**src/hdl/vgsr_pkg.sv**
```systemverilog
// vgsr_pkg: shared types, constants and the beat packing function of the
// grid scan remapper. No dependencies; every other file imports it.
package vgsr_pkg;

  // Opcodes of an input beat
  localparam logic OP_WRITE = 1'b0;
  localparam logic OP_TICK  = 1'b1;

  // Three frame columns feed one grid; each page yields six shift bytes
  localparam int SLOTS          = 3;
  localparam int BYTES_PER_PAGE = 6;
  // Widest frame address over the allowed store sizes (16 pages x 256 columns)
  localparam int MEM_AW_MAX     = 12;

  typedef struct packed {
    logic       op;
    logic [2:0] page;
    logic [6:0] column;
    logic [7:0] pixels;
  } in_item_t;

  typedef struct packed {
    logic [7:0] out_byte;
    logic [5:0] grid_number;
    logic       frame_start;
    logic       last;
  } out_item_t;

  // Frame memory port requests from the sequencer
  typedef struct packed {
    logic                  we;
    logic [MEM_AW_MAX-1:0] waddr;
    logic [7:0]            wdata;
    logic [MEM_AW_MAX-1:0] raddr;
  } mem_req_t;

  // Build shift byte idx of a page: pixel p = row*3 + slot, four pixels per
  // byte, on the even bit lanes for an even grid and the odd lanes otherwise.
  function automatic logic [7:0] pack_beat(input logic [SLOTS-1:0][7:0] src,
                                           input logic [2:0] idx,
                                           input logic odd);
    logic [23:0] pix;
    logic [3:0]  quad;
    logic [7:0]  beat;
    pix = '0;
    for (int row = 0; row < 8; row++) begin
      for (int slot = 0; slot < SLOTS; slot++) begin
        pix[row*SLOTS+slot] = src[slot][row];
      end
    end
    quad = pix[{idx, 2'b00} +: 4];
    beat = '0;
    for (int q = 0; q < 4; q++) begin
      beat[2*q]   = odd ? 1'b0 : quad[q];
      beat[2*q+1] = odd ? quad[q] : 1'b0;
    end
    return beat;
  endfunction

endpackage

```
**src/hdl/vgsr_scan_seq.sv**
```systemverilog
// vgsr_scan_seq: sequencer that clears the store after reset, takes write
// and tick beats, fetches three columns per page and emits packed bytes.
// Depends on vgsr_pkg.
module vgsr_scan_seq import vgsr_pkg::*; #(
  parameter int GRID_COUNT   = 43,
  parameter int PAGE_COUNT   = 8,
  parameter int COLUMN_COUNT = 128
) (
  input  logic       clk,
  input  logic       rst_n,
  input  logic       in_valid,
  output logic       in_ready,
  input  in_item_t   in_data,
  output logic       out_valid,
  input  logic       out_ready,
  output out_item_t  out_data,
  output mem_req_t   mem_req,
  input  logic [7:0] mem_rd_data
);

  localparam int DEPTH  = PAGE_COUNT * COLUMN_COUNT;
  localparam int ADDR_W = $clog2(DEPTH);
  localparam int PG_W   = (PAGE_COUNT > 1) ? $clog2(PAGE_COUNT) : 1;

  typedef enum logic [4:0] {
    S_CLEAR = 5'b00001,
    S_IDLE  = 5'b00010,
    S_FETCH = 5'b00100,
    S_LAND  = 5'b01000,
    S_EMIT  = 5'b10000
  } state_t;

  state_t                 state_r, state_nxt;
  logic [ADDR_W-1:0]      clr_r, clr_nxt;
  logic [5:0]             grids_left_r, grids_left_nxt;
  logic [5:0]             grid_r, grid_nxt;
  logic                   start_r, start_nxt;
  logic [PG_W-1:0]        pg_r, pg_nxt;
  logic [1:0]             slot_r, slot_nxt;
  logic [2:0]             idx_r, idx_nxt;
  logic                   rd_valid_r, rd_valid_nxt;
  logic [1:0]             rd_slot_r, rd_slot_nxt;
  logic                   rd_zero_r, rd_zero_nxt;
  logic [SLOTS-1:0][7:0]  src_r;
  logic                   out_valid_r, out_valid_nxt;
  out_item_t              out_data_r;
  logic                   emit;
  logic                   pg_last;
  logic                   wr_in_range;
  logic [5:0]             gl_load;
  logic [1:0]             col_off;
  logic [8:0]             col;

  assign pg_last     = (pg_r == PG_W'(PAGE_COUNT - 1));
  assign wr_in_range = (5'(in_data.page) < 5'(PAGE_COUNT)) &&
                       (9'(in_data.column) < 9'(COLUMN_COUNT));
  assign gl_load     = (grids_left_r == 6'd0) ? 6'(GRID_COUNT) : grids_left_r;
  // Odd grids walk their three columns downward
  assign col_off     = grid_r[0] ? (2'd2 - slot_r) : slot_r;
  assign col         = 9'(grid_r) * 9'd3 + 9'(col_off);

  always_comb begin
    state_nxt      = state_r;
    clr_nxt        = clr_r;
    grids_left_nxt = grids_left_r;
    grid_nxt       = grid_r;
    start_nxt      = start_r;
    pg_nxt         = pg_r;
    slot_nxt       = slot_r;
    idx_nxt        = idx_r;
    rd_valid_nxt   = 1'b0;
    rd_slot_nxt    = rd_slot_r;
    rd_zero_nxt    = rd_zero_r;
    mem_req        = '0;
    emit           = 1'b0;
    unique case (state_r)
      S_CLEAR: begin
        // Sweep zeros through the store
        mem_req.we    = 1'b1;
        mem_req.waddr = MEM_AW_MAX'(clr_r);
        clr_nxt       = clr_r + 1'b1;
        if (clr_r == ADDR_W'(DEPTH - 1)) begin
          state_nxt = S_IDLE;
        end
      end
      S_IDLE: begin
        if (in_valid) begin
          if (in_data.op == OP_WRITE) begin
            mem_req.we    = wr_in_range;
            mem_req.waddr = MEM_AW_MAX'(int'(in_data.page) * COLUMN_COUNT +
                                        int'(in_data.column));
            mem_req.wdata = in_data.pixels;
          end else begin
            // Reload the grid countdown on wrap and start the first page
            start_nxt      = (grids_left_r == 6'd0);
            grid_nxt       = gl_load - 6'd1;
            grids_left_nxt = gl_load - 6'd1;
            pg_nxt         = '0;
            slot_nxt       = 2'd0;
            state_nxt      = S_FETCH;
          end
        end
      end
      S_FETCH: begin
        // Issue one column read per cycle
        mem_req.raddr = MEM_AW_MAX'(int'(pg_r) * COLUMN_COUNT + int'(col));
        rd_valid_nxt  = 1'b1;
        rd_slot_nxt   = slot_r;
        rd_zero_nxt   = (col >= 9'(COLUMN_COUNT));
        if (slot_r == 2'(SLOTS - 1)) begin
          slot_nxt  = 2'd0;
          state_nxt = S_LAND;
        end else begin
          slot_nxt = slot_r + 2'd1;
        end
      end
      S_LAND: begin
        // Let the last column read land
        idx_nxt   = 3'd0;
        state_nxt = S_EMIT;
      end
      S_EMIT: begin
        if (!out_valid_r || out_ready) begin
          emit = 1'b1;
          if (idx_r == 3'(BYTES_PER_PAGE - 1)) begin
            idx_nxt = 3'd0;
            if (pg_last) begin
              state_nxt = S_IDLE;
            end else begin
              pg_nxt    = pg_r + 1'b1;
              state_nxt = S_FETCH;
            end
          end else begin
            idx_nxt = idx_r + 3'd1;
          end
        end
      end
      default: begin
        state_nxt = S_IDLE;
      end
    endcase
  end

  // Output register: load on emit, drop when taken
  always_comb begin
    if (emit) begin
      out_valid_nxt = 1'b1;
    end else if (out_ready) begin
      out_valid_nxt = 1'b0;
    end else begin
      out_valid_nxt = out_valid_r;
    end
  end

  always_ff @(posedge clk) begin
    if (!rst_n) begin
      state_r      <= S_CLEAR;
      clr_r        <= '0;
      grids_left_r <= 6'd0;
      rd_valid_r   <= 1'b0;
      out_valid_r  <= 1'b0;
    end else begin
      state_r      <= state_nxt;
      clr_r        <= clr_nxt;
      grids_left_r <= grids_left_nxt;
      rd_valid_r   <= rd_valid_nxt;
      out_valid_r  <= out_valid_nxt;
    end
  end

  // Payload registers
  always_ff @(posedge clk) begin
    grid_r    <= grid_nxt;
    start_r   <= start_nxt;
    pg_r      <= pg_nxt;
    slot_r    <= slot_nxt;
    idx_r     <= idx_nxt;
    rd_slot_r <= rd_slot_nxt;
    rd_zero_r <= rd_zero_nxt;
    if (rd_valid_r) begin
      src_r[rd_slot_r] <= rd_zero_r ? 8'd0 : mem_rd_data;
    end
    if (emit) begin
      out_data_r.out_byte    <= pack_beat(src_r, idx_r, grid_r[0]);
      out_data_r.grid_number <= grid_r;
      out_data_r.frame_start <= start_r;
      out_data_r.last        <= pg_last && (idx_r == 3'(BYTES_PER_PAGE - 1));
    end
  end

  assign in_ready  = (state_r == S_IDLE);
  assign out_valid = out_valid_r;
  assign out_data  = out_data_r;

endmodule

```
**config.mk**
```make
export PLATFORM = sky130hd
export DESIGN_NAME = vgsr_scan_seq
export DESIGN_NICKNAME = d
export VERILOG_FILES = /design/src/hdl/vgsr_pkg.sv /design/src/hdl/vgsr_scan_seq.sv
export SDC_FILE = /design/constraint.sdc
export NUM_CORES = 1
export LEC_CHECK = 0
export BUFFER_PORTS_ARGS = -buffer_cell sky130_fd_sc_hd__buf_2
export CORE_MARGIN = 4
export CORE_UTILIZATION = 35
export CTS_CLUSTER_SIZE = 30
export DETAILED_ROUTE_END_ITERATION = 7
export PLACE_DENSITY_LB_ADDON = 0.15
export SLEW_MARGIN = 0
export SYNTH_ARGS = -nofsm -noshare
export SYNTH_HDL_FRONTEND = slang
export SYNTH_SLANG_ARGS = --single-unit
```
**constraint.sdc**
```tcl
create_clock -name clk -period 4.99 [get_ports clk]
set_input_delay 0.998 -clock clk [delete_from_list [all_inputs] [get_ports clk]]
set_output_delay 0.998 -clock clk [all_outputs]
set_load 0.005 [all_outputs]
```
== Word-level counts from Yosys, hierarchy flattened ==
Index checks and enable logic that the tools add are counted.
Operators by class
  add/sub/neg operators: 9
  reduce and logical (&&, ||, !) cells: 14
  multiply operators: 1
  mux-type cells: 37
  equal/unequal tests: 16
  shifts and indexed selects: 1
  magnitude comparators: 3
Operators by type and width (number)
  two-way mux 21 bit: 2
  two-way mux 5 bit: 6
  case mux 13 bit (2 select lines): 1
  case mux 5 bit (5 select lines): 1
  bitwise mux 24 bit: 1
  two-way mux 3 bit: 8
  two-way mux 8 bit: 3
  variable part select 24 x 6 -> 4 bit: 1
  demux 8 bit (select 2 bit): 1
  inequality test 2 bit, second input constant: 6
  case mux 3 bit (2 select lines): 2
  AND reduction 6 bit: 2
  adder 10 x 7 -> 11 bit: 1
  adder 10 x 9 -> 11 bit: 1
  two-way mux 11 bit: 1
  adder 10 x 1 -> 10 bit, second input constant: 1
  == test 10 bit, second input constant: 1
  adder 8 x 2 -> 9 bit: 1
  >= comparator 9 x 8 -> 1 bit, second input constant: 1
  multiplier 6 x 2 -> 8 bit, second input constant: 1
  two-way mux 2 bit: 4
  nonzero test 2 bit: 4
  adder 3 x 1 -> 3 bit, second input constant: 2
  == test 3 bit, second input constant: 2
  other kinds (21): 27
Word-level totals
  logic and storage cells: 101
  output and inout bits: 51
  input bits: 31
  bits in registers: 81

== Longest topological paths before layout ==
  depth in word-level cells: 5
  gate-level depth with buffers: 15
  gate-level depth less buffers: 15

== Least setup slack after synthesis ==
Ideal clock, no wire load.
  kind: register -> output
  start point: reg grid_r[0]
  end point: out mem_req[8] (netlist name)
  data arrival time: 3.000 ns
  stages on the path, launching flop included: 14
  data required time: 3.992 ns
  setup slack: 0.992 ns
  path buffers: 1
  path through: edfxtp_1 -> clkbuf_1 -> mux2_2 -> fa_1 -> ha_1 -> inv_1 -> fa_1 -> nor2b_1 -> o21ai_0 -> nand2_1 -> a21o_1 -> ha_1 -> ha_1 -> and2_1
RTL lines
  start, declared: line vgsr_scan_seq.sv:36  | logic [5:0] grid_r, grid_nxt;
  start signal, assigned: line vgsr_scan_seq.sv:173  | grid_r <= grid_nxt;
  end, declared: line vgsr_scan_seq.sv:17  | output mem_req_t mem_req,

==> results.cfg <==
[die]
die_w_um = 114.7
num_rows = 38
core-area_um2 = 10980
start_util = 0.3630
fp.dieArea_um2 = 13160
die_y_um = 114.7
pin_count = 82

[drt]
finalWirelength_mm = 8.247
drt_iter0_markers = 127
vias = 2752
dr.pass1.iters = 4
wire_per_inst_um = 14.65
via_per_inst = 4.888
remaining_drc_errors = 0
antenna_left = 0

[clock_network]
clockRootBuffer = clkbuf_16
clockBufferDepth = 2
cts_setup_buffers = 0
cts_hold_buffers = 0
clock_latency_ps = 330
cts_buffers = 9
clk_pin_slew_ps = 60
htree_levels = 3
post_cts_resized = 0
cts_tree = built
cts_sinks = 81

[global_route]
antenna_found_initial = 0
grt_pass1_wl_mm = 13.40
grt-ovfl-total = 0
grt_pass1_vias = 2680
grt_max_degree = 20
grt_use_total = 0.1300

[finish]
syn2layout_area_growth_pct = 20.87
fill_cells = 1014
design_area_um2 = 4818
diodes = 0
regArea_um2 = 2202
multi_input_area_um2 = 1662
final_layout_size_suffix_gt1_frac = 0.2577
final_nets = 471

[synthesis]
async_flop_share = 0
synth-edff-count = 58
seq_area_frac_synth = 0.5524
dominantRegCellSynth = edfxtp_1
syn_area_um2 = 3986
synthCells = 338
synth_top_area_cell = edfxtp_1
synth-seq-cells = 81
synth_area_leaders = edfxtp_1 44%, dfxtp_1 12%, ha_1 6.3%, nor2_1 3.2%, nor2b_1 2.7%
ys_warn_count = 0
syn_avg_cell_area_um2 = 11.79
synth.distinct_cells = 55
synth_top_area_frac = 0.4369

[power]
p_total_mw = 1.483
leakagePower_nw = 1.952
peakVddDrop_v = 0.0001842
power_density_nw_per_um2 = 307.8

[placed_design]
io_buffers = 78
dpl-instance-area_um2 = 4501
hpwlAfterDp_mm = 6.339
gp_congestion = 0.8081
pre_cts_ws_ps = 635.6

[sta]
min_period_ps = 4675
skew_ps = 10.06
timing.slew.headroom = 0.4864
worst_pin_slew_ps = 767.6
fmax_mhz = 213.9
hold_viol = 0
rsz0062_at_grt = false
whs_ps = 430.8
period_share = 0.9369
setup_tns_ps = 0
setup_viol = 0
slew_violations = 0
layout_setup_ws_ps = 315.0

[worst_setup_path]
cp_data_required_time_ps = 3990
path_class = reg2out
reg2reg_slack_ps = 2220
start_kind = flip-flop
crit_arrival_ps = 3680
worstPathMaxFanout = 3
cp-end-kind = output port

[flow_run]
max-cap-violations = 0

[run_status]
status = completed

[min_path]
min_path_type = reg2reg
[placed cells by master, fill, tap and decap left out, drive strengths merged, types with 3 or more instances in the layout]
cell type / count
nor3: 11
nor4: 3
o31a: 4
inv: 16
a21oi: 7
conb: 3
o21a: 3
nand2: 22
dfxtp: 23
xor2: 4
edfxtp: 58
a211oi: 4
nor2b: 17
nand3: 6
ha: 20
or3: 6
nand3b: 3
o21ai: 7
a22o: 10
mux4: 4
mux2i: 5
clkbuf: 9
xnor2: 8
nor2: 34
and2: 16
nor3b: 5
buf: 81
a21o: 3
clkinv: 5
[cell type report]
type | instances | share of cell area
Sequential cell | 81 | 0.4570
Clock inverter | 7 | 0.01766
Multi-Input combinational cell | 230 | 0.3448
Tap cell | 140 | 0.03635
Clock buffer | 9 | 0.04674
Timing Repair Buffer | 81 | 0.08569
Inverter | 15 | 0.01169
[synthesized netlist by cell type, types with 3 or more instances]
cell      instances
nand3_1           6
a22o_1           10
xor2_1            4
o31a_1            4
and2_1           15
nand2_1          21
nor2_1           34
or3_1             5
buf_4             3
o21ai_0           7
nor3_1           10
dfxtp_1          23
nor2b_1          17
o21a_1            3
edfxtp_1         58
inv_1            13
a21o_1            3
mux2i_1           5
clkbuf_1          8
a21oi_1           7
mux4_2            4
a211oi_1          4
ha_1             20
xnor2_1           8
nor3b_1           4
nand3b_1          3
[stage by stage]
stage	utilization	cells
floorplan	-	340
finish	0.4387	563
global route	0.4387	563
global placement	0.4098	546
detailed placement	0.4098	546
CTS	0.4380	562
[logic make-up (layout without fill, tap and decap cells)]
logic type,after synthesis,after routing,share of synthesized area
AND/OR/NAND/NOR,135,135,0.1893
flip-flops,81,81,0.5524
AO/OA/AOI/OAI,48,48,0.08757
buffers and inverters,29,112,0.03264
adder cells (fa/ha/maj),22,22,0.07282
XOR/XNOR,12,12,0.02637
multiplexers,10,10,0.03798
other,1,3,0.0009407
[critical path, stage by stage, from the launching register on]
cell and delay (ps):
edfxtp_1 410, ha_1 330, mux2_2 280, fa_1 490
ha_1 190, inv_1 60, fa_1 370, nor2b_1 150
o21ai_0 120, nand2_1 120, a21o_1 140, ha_1 200
ha_1 240, and2_1 130, buf_2 120
[path summary, 6_finish.rpt]
path                                start           to  cells past startpoint
worst min-delay path              start_r  out_data[1]                      0
worst max register to register  slot_r[1]    rd_zero_r                     10
worst min register to register    start_r  out_data[1]                      0
worst max-delay path            slot_r[1]   mem_req[8]                     14
[report_power, final]
part | leakage [nW] | switching, mW | internal (mW)
registers | 0.715 | 0.0108 | 0.722
clock network | 0.153 | 0.278 | 0.397
logic | 1.08 | 0.0389 | 0.0359
total | 1.95 | 0.328 | 1.15
[sequential cells by signal, indices dropped and copies added (netlist names), 2 cells and up]
name          count
out_data         16
rd_slot_r         2
slot_r            2
pg_r              3
idx_r             3
grid_r            6
src_r            24
state_r           5
grids_left_r      6
clr_r            10
[per-layer routing]
metal  vias up  track usage  routed length, um
met1      1310       0.1771               3843
met5         -            0                  0
met4         0      0.04617                120
met2        42       0.2088               4030
met3        12      0.02378                252
li1       1388            -                  -
Note: power is estimated with default switching activity, not from simulation.
